## config.mk

```make
export PLATFORM = sky130hd
export DESIGN_NAME = dlte_cell
export DESIGN_NICKNAME = d
export VERILOG_FILES = /design/src/rtl/core/dlte_pkg.sv /design/src/rtl/core/dlte_cell.sv
export SDC_FILE = /design/constraint.sdc
export NUM_CORES = 2
export LEC_CHECK = 0
export ABC_AREA = 1
export BUFFER_PORTS_ARGS = -buffer_cell sky130_fd_sc_hd__buf_2
export CAP_MARGIN = 0
export CORE_MARGIN = 2
export CORE_UTILIZATION = 35
export DETAILED_ROUTE_END_ITERATION = 6
export PLACE_DENSITY = 0.61
export SLEW_MARGIN = 10
export SYNTH_ARGS = -nofsm -noshare
export SYNTH_HDL_FRONTEND = slang
export SYNTH_SLANG_ARGS = --single-unit
```

## constraint.sdc

```tcl
create_clock -name clk -period 9.67 [get_ports clk]
set_input_delay 1.4505 -clock clk [delete_from_list [all_inputs] [get_ports clk]]
set_output_delay 1.4505 -clock clk [all_outputs]
set_load 0.05 [all_outputs]
```

## src/rtl/core/dlte_pkg.sv

```systemverilog
// shared types, constants and fixed-point helpers for the dense layer training engine
`default_nettype none
package dlte_pkg;

  localparam int MAX_INPUTS  = 16;
  localparam int MAX_OUTPUTS = 16;
  localparam int IDX_W       = 4;
  localparam int CNT_W       = 5;
  localparam int SH_W        = 20;

  localparam logic [2:0] KIND_WR_WEIGHT = 3'd0;
  localparam logic [2:0] KIND_WR_BIAS   = 3'd1;
  localparam logic [2:0] KIND_FWD       = 3'd2;
  localparam logic [2:0] KIND_GRAD_OUT  = 3'd3;
  localparam logic [2:0] KIND_BWD       = 3'd4;
  localparam logic [2:0] KIND_UPDATE    = 3'd5;
  localparam logic [2:0] KIND_CLEAR     = 3'd6;

  localparam logic [1:0] REG_INPUT_COUNT  = 2'd0;
  localparam logic [1:0] REG_OUTPUT_COUNT = 2'd1;
  localparam logic [1:0] REG_LEARN_RATE   = 2'd2;

  typedef enum logic [3:0] {
    OP_NOP, OP_WR_W, OP_WR_B, OP_FWD_MUL, OP_FWD_ACC, OP_FWD_LOAD, OP_GRAD,
    OP_BWD_MUL1, OP_BWD_MUL2, OP_BWD_APPLY, OP_UPD_MUL, OP_UPD_APPLY,
    OP_UPD_BMUL, OP_UPD_BAPPLY, OP_CLEAR, OP_SHIFT
  } op_t;

  typedef struct packed {
    op_t                op;
    logic [IDX_W-1:0]   row;
    logic [IDX_W-1:0]   col;
    logic signed [15:0] value;
    logic [15:0]        lr;
  } cmd_t;

  function automatic logic signed [15:0] sat16(input logic signed [35:0] v);
    if (v > 36'sd32767) return 16'sh7fff;
    if (v < -36'sd32768) return 16'sh8000;
    return v[15:0];
  endfunction

  function automatic logic signed [31:0] sat32(input logic signed [35:0] v);
    if (v > 36'sd2147483647) return 32'sh7fffffff;
    if (v < -36'sd2147483648) return 32'sh80000000;
    return v[31:0];
  endfunction

  function automatic logic signed [35:0] rnd12(input logic signed [32:0] p);
    logic signed [35:0] t;
    t = {{3{p[32]}}, p} + 36'sd2048;
    return t >>> 12;
  endfunction

  function automatic logic signed [35:0] rnd16(input logic signed [32:0] p);
    logic signed [35:0] t;
    t = {{3{p[32]}}, p} + 36'sd32768;
    return t >>> 16;
  endfunction

endpackage
`default_nettype wire

```

## src/rtl/core/dlte_cell.sv

```systemverilog
// one output-neuron cell: weight column, bias, gradients, accumulator and shift tap
`default_nettype none
module dlte_cell (
  input  logic                        clk,
  input  logic                        rst,
  input  logic [dlte_pkg::IDX_W-1:0]  cell_idx,
  input  logic [dlte_pkg::CNT_W-1:0]  n_out,
  input  dlte_pkg::cmd_t              cmd,
  input  logic signed [dlte_pkg::SH_W-1:0] sh_in,
  output logic signed [dlte_pkg::SH_W-1:0] sh_out
);
  import dlte_pkg::*;

  logic signed [15:0] w  [MAX_INPUTS];
  logic signed [15:0] wg [MAX_INPUTS];
  logic signed [15:0] b, bg, og;
  logic signed [31:0] acc;
  logic signed [32:0] prod;
  logic signed [SH_W-1:0] sh;
  logic signed [16:0] ma;
  logic signed [15:0] mb;
  logic signed [35:0] rp12, rp16;
  logic active, hit;
  logic signed [15:0] w_row, wg_row;

  assign active = {1'b0, cell_idx} < n_out;
  assign hit    = cmd.col == cell_idx;
  assign w_row  = w[cmd.row];
  assign wg_row = wg[cmd.row];
  assign rp12   = rnd12(prod);
  assign rp16   = rnd16(prod);
  assign sh_out = sh;

  always_comb begin
    ma = {cmd.value[15], cmd.value};
    mb = w_row;
    case (cmd.op)
      OP_BWD_MUL1: begin
        ma = {og[15], og};
        mb = w_row;
      end
      OP_BWD_MUL2: begin
        ma = {cmd.value[15], cmd.value};
        mb = og;
      end
      OP_UPD_MUL: begin
        ma = {1'b0, cmd.lr};
        mb = wg_row;
      end
      OP_UPD_BMUL: begin
        ma = {1'b0, cmd.lr};
        mb = bg;
      end
      default: begin
        ma = {cmd.value[15], cmd.value};
        mb = w_row;
      end
    endcase
  end

  // gradients and accumulator reset to zero
  always_ff @(posedge clk) begin
    if (rst) begin
      for (int i = 0; i < MAX_INPUTS; i++) wg[i] <= '0;
      bg  <= '0;
      acc <= '0;
    end else begin
      case (cmd.op)
        OP_FWD_ACC:   if (active) acc <= sat32({{4{acc[31]}}, acc} + rp12);
        OP_FWD_LOAD:  acc <= '0;
        OP_GRAD:      if (active && hit) bg <= sat16({{20{bg[15]}}, bg}
                                               + {{20{cmd.value[15]}}, cmd.value});
        OP_BWD_APPLY: if (active) wg[cmd.row] <= sat16({{20{wg_row[15]}}, wg_row} + rp12);
        OP_CLEAR: begin
          for (int i = 0; i < MAX_INPUTS; i++) wg[i] <= '0;
          bg <= '0;
        end
        default: ;
      endcase
    end
  end

  always_ff @(posedge clk) begin
    prod <= ma * mb;
    case (cmd.op)
      OP_WR_W:       if (hit) w[cmd.row] <= cmd.value;
      OP_WR_B:       if (hit) b <= cmd.value;
      OP_GRAD:       if (active && hit) og <= cmd.value;
      OP_FWD_LOAD: begin
        if (active) sh <= SH_W'(sat16({{4{acc[31]}}, acc} + {{20{b[15]}}, b}));
        else sh <= '0;
      end
      OP_BWD_MUL2:   sh <= active ? rp12[SH_W-1:0] : '0;
      OP_UPD_APPLY:  if (active) w[cmd.row] <= sat16({{20{w_row[15]}}, w_row} - rp16);
      OP_UPD_BAPPLY: if (active) b <= sat16({{20{b[15]}}, b} - rp16);
      OP_SHIFT:      sh <= sh_in;
      default: ;
    endcase
  end

endmodule
`default_nettype wire

```

Yosys cells after proc, flatten, opt, wreduce, memory -nomap -nowiden
Memories as Yosys holds them, arrays and structs flattened.
Cells that the tools add are included.

word-level totals
  memories kept = 2
  memory bits (writable) = 512
  word-level logic and storage cells = 200
  bits in registers = 133

operators by class
  magnitude comparators = 13
  muxes and demuxes = 123
  reduce and logical (&&, ||, !) cells = 11
  equal/unequal tests = 19
  bitwise operators = 17
  multiply operators = 1
  add/subtract/negate cells = 8

memories
  memory  words  bits a word  read ports  clocked after memory_dff  wr ports  RTL line         text
  w       16     16           1           0                         1         dlte_cell.sv:14  logic signed [15:0] w [MAX_INPUTS];
  wg      16     16           1           0                         16        dlte_cell.sv:15  logic signed [15:0] wg [MAX_INPUTS];

operators with widths
  cell                                                             count
  two-way mux 16 bit                                               46
  two-way mux 32 bit                                               5
  case mux 16 bit (2 select lines)                                 2
  case mux 32 bit (2 select lines)                                 1
  two-way mux 1 bit                                                63
  case mux 20 bit (3 select lines)                                 1
  case mux 16 bit (3 select lines)                                 1
  two-way mux 20 bit                                               2
  greater-than comparator 19 x 16 -> 1 bit, second input constant  2
  less-than comparator 19 x 16 -> 1 bit, second input constant     2
  subtractor 16 x 18 -> 19 bit                                     2
  adder 33 x 13 -> 34 bit, second input constant                   1
  adder 33 x 17 -> 34 bit, second input constant                   1
  case mux 17 bit (2 select lines)                                 1
  adder 32 x 16 -> 33 bit                                          1
  adder 32 x 22 -> 33 bit                                          1
  greater-than comparator 33 x 16 -> 1 bit, second input constant  1
  greater-than comparator 33 x 32 -> 1 bit, second input constant  1
  less-than comparator 33 x 16 -> 1 bit, second input constant     1
  less-than comparator 33 x 32 -> 1 bit, second input constant     1
  multiplier 17 x 16 -> 33 bit                                     1
  == test 4 bit, second input constant                             8
  adder 16 x 22 -> 23 bit                                          1
  greater-than comparator 23 x 16 -> 1 bit, second input constant  1
  19 further kinds                                                 45

Logic depth before layout (Yosys ltp)
  word-level depth = 17
  gate-level depth with buffers = 38

Worst setup path before layout
No wires, ideal clock.

  path type = input to register
  start point = in cmd[37] (netlist name)
  end point = reg prod[27]
  setup time = 0.112 ns
  arrival time = 8.001 ns
  stages = 36
  setup slack = 1.557 ns
  buffers on the path = 5
  cells stage by stage = buf_2 nand2_2 inv_2 buf_6 buf_2 buf_2 buf_2 a22oi_1 nand2_1 nand2_1 nand4_1 nand2_1 inv_1 nand2_1 fa_1 inv_1 fa_1 inv_1 fa_1 inv_1 fa_1 fa_1 inv_1 fa_1 inv_1 ha_1 nand2_1 nor2_1 inv_1 nor2_1 inv_1 nor2_1 a211oi_1 nand2_1 nand2_1 nand2_1

on the way
  longest elaborated chain between the ends = 3
  elaborated cells on any way between the ends = 4
  those cells by class = mul: 1; mux: 1; memory: 2

RTL lines
  what                                                 RTL line         text
  start: declaration                                   dlte_cell.sv:8   input dlte_pkg::cmd_t cmd,
  memory read (16 x 16 bit), on equally long branches  -
  case mux 16 bit (3 select lines) (*)                 dlte_cell.sv:37  case (cmd.op)
  multiplier 17 x 16 -> 33 bit (*)                     dlte_cell.sv:84  prod <= ma * mb;
  end signal: assignment                               dlte_cell.sv:84
  end: declaration                                     dlte_cell.sv:18  logic signed [32:0] prod;

Every way passes the cells marked *; elsewhere a longest branch is shown, timed or not.
A chain may end at the register's enable or synchronous reset.

Worst setup path after layout
  start point = in cmd[37] (netlist name)
  end point = reg prod[31]

The elaborated chain is that of the path after synthesis.

==> summary.md <==
| Metric | Value |
|---|---|
| Buf/Inv on CP | `8` |
| Actual slew at the worst max-slew pin | `1150 ps` |
| Crit path max-delay family | `adder cells` |
| Gr ovfl total | `0` |
| HP Class | `reg -> reg` |
| Synth cell count leaders | `1085 x nand2_1, 658 x inv_1, 566 x a21oi_1` |
| # DRC | `0` |
| Hold Fails Final Rpt | `0` |
| CP Data Arrival Time | `9360 ps` |
| CTS tree | `built` |
| Worst path slowest cell | `inv_1` |
| Multi-input logic area | `23600 um2` |
| Final setup violation count | `0` |
| CTS sink count | `634` |
| Skew final | `31.4 ps` |
| Share of cells above drive strength 1 | `0.0749` |
| Hold Path Stages | `2` |
| Register area | `18300 um2` |
| Worst R2R End | `prod[31]` |
| H-tree Lvls | `3` |
| Vias in the first global route | `36072` |
| Top-count cell post-synth | `nand2_1` |
| Core area | `129000 um2` |
| Area Overhead vs Synth | `11.4%` |
| Initial antenna violation count | `3` |
| Final-stage net count | `5740` |
| FF-to-FF path depth | `30` |
| CTS Buf Count | `71` |
| Setup_tns | `0 ps` |
| Cell count after synthesis | `5063` |
| DP Wirelength | `111000 um` |
| Crit path max fanout | `30` |
| Worst-Skew Late Latency | `650 ps` |
| Post-DR vias/cell | `5.35` |
| Hold Path Sink | `bg[2]` |
| CTS root buffer | `clkbuf_16` |
| Overall routing resource usage | `0.220` |
| Worst path max stage delay | `590 ps` |
| Critical Path RT | `10190 ps` |
| Run status | `finished clean` |
| Vias after detailed routing | `37301` |
| R2R setup slack | `2230 ps` |
| Syn_nets | `5643` |
| Avg Cell Area, Syn | `8.97 um2` |
| Router iterations before antenna repair | `5` |
| Fmax | `0.113 GHz` |
| # Max-Cap Violations | `0` |
| Clock buffer depth | `3` |
| Fraction of registers with async set/reset | `0` |
| Routed len/inst | `21.2 um` |
| Cts repair resizes | `0` |
| Final period util | `0.914` |
| Fill count | `12997` |
| RSZ-0062 raised after global routing | `false` |
| Post-synth top area share | `0.373` |
| Final number of max-transition violations | `0` |
| CP Launch Type | `input port` |
| Reg clk slew, reported paths | `50 ps` |
| DIE WIDTH | `364 um` |
| CTS Hold Bufs | `0` |
| Port buffer count | `94` |
| I/O Pins | `95` |
| Post-CTS Setup Bufs | `0` |
| Fin crit period | `8840 ps` |
| Yosys warns | `0` |
| Routability congestion estimate | `0.972` |
| R2r startpoint | `wg[1][1]` |
| Worst rel slew slack | `0.226` |
| Full die area | `133000 um2` |
| Cell row count | `132` |
| Initial DRC count | `4203` |
| Total wire length | `148000 um` |
| Dominant cells by area after synthesis | `edfxtp_1 37%, fa_1 12%, nand2_1 9.0%, a21oi_1 6.2%, ha_1 6.2%` |
| Cell mode on critical path | `fa_1` |
| Flops & latches, synth | `634` |
| Cell type with the largest total area after synthesis | `edfxtp_1` |
| Critical path class | `in -> reg` |
| First-pass GRT wire length | `222000 um` |
| Seq/Total Area, Yosys | `0.404` |
| Remaining antenna violation count after routing | `0` |
| Largest net degree at the start of global routing | `108` |
| Die Ht | `364 um` |
| Primary FF master, synth | `edfxtp_1` |
| Crit. End Element | `register` |
| Post-Syn Area | `45400 um2` |
| Initial Util | `0.352` |
| Number of synthesized flops with an enable pin | `564` |
| Worst Hold Launch | `bg[2]` |
| Synth unique cells | `57` |
metal layers:
metal / part of all wire / GRT usage / wire length, um
met1: 0.43 / 0.307 / 63000
met2: 0.46 / 0.352 / 67500
met3: 0.081 / 0.0300 / 12000
met4: 0.034 / 0.0692 / 5070
met5: 0 / 0 / 0
tightest hold or removal path, cell delays in order, from the launching register on:
cell and delay (ps):
dfxtp_1 320, nand2_1 70, a21oi_1 50
logic make-up (layout without fill, tap and decap cells):
family | after synthesis | after routing | share of synthesized area
flip-flops | 634 | 634 | 0.404
XOR/XNOR | 156 | 156 | 0.0301
multiplexers | 1 | 1 | 0.000220
AO/OA/AOI/OAI | 1069 | 1069 | 0.137
buffers and inverters | 868 | 1022 | 0.0781
adder cells (fa/ha/maj) | 505 | 505 | 0.186
AND/OR/NAND/NOR | 1830 | 1830 | 0.166
other | 0 | 8 | 0
cell usage in the layout, fill, tap and decap left out, drive strengths merged, types with 70 or more instances in the layout:
cell type,instances
buf,220
ha,224
nand3,164
fa,281
a22oi,211
clkbuf,85
nand2,1101
a21oi,568
o21ai,152
xor2,110
edfxtp,564
dfxtp,70
nor2,417
inv,666
state kept, by name (all words and copies together) (netlist names):
signal  count
sh_out     20
acc        32
b          16
og         16
bg         16
wg        256
w         256
prod       22
stage by stage:
step	hold slack (ps)	area, um2	instances	utilization	setup WS [ps]
after detailed placement	481	48200	6829	0.373	259
after global placement	478	48200	6829	0.373	386
final	492	50600	6967	0.392	829
after floorplan	462	45400	5063	-	1560
after global routing	511	50600	6959	0.392	480
after CTS	492	50600	6959	0.392	900
layout make-up:
cell class	count	share of cell area
antenna	8	0.000395
clock buffer	85	0.0361
clock inverter	45	0.0114
inverter	672	0.0499
multi-input combinational	3561	0.467
sequential	634	0.362
tap	1742	0.0431
timing repair buffer	220	0.0297
how the worst max path moves through the flow:
stage | startpoint | endpoint | cells after the start
floorplan | cmd[37] | prod[27] | 36
CTS | cmd[37] | prod[30] | 31
finish | cmd[37] | prod[31] | 30
global placement | cmd[37] | prod[28] | 29
detailed placement | cmd[37] | prod[31] | 30
global route | cmd[37] | prod[30] | 31
Power is left out: the tool's default activity adds up to more than one toggle a clock period on the data nets, which glitch-free logic cannot reach.
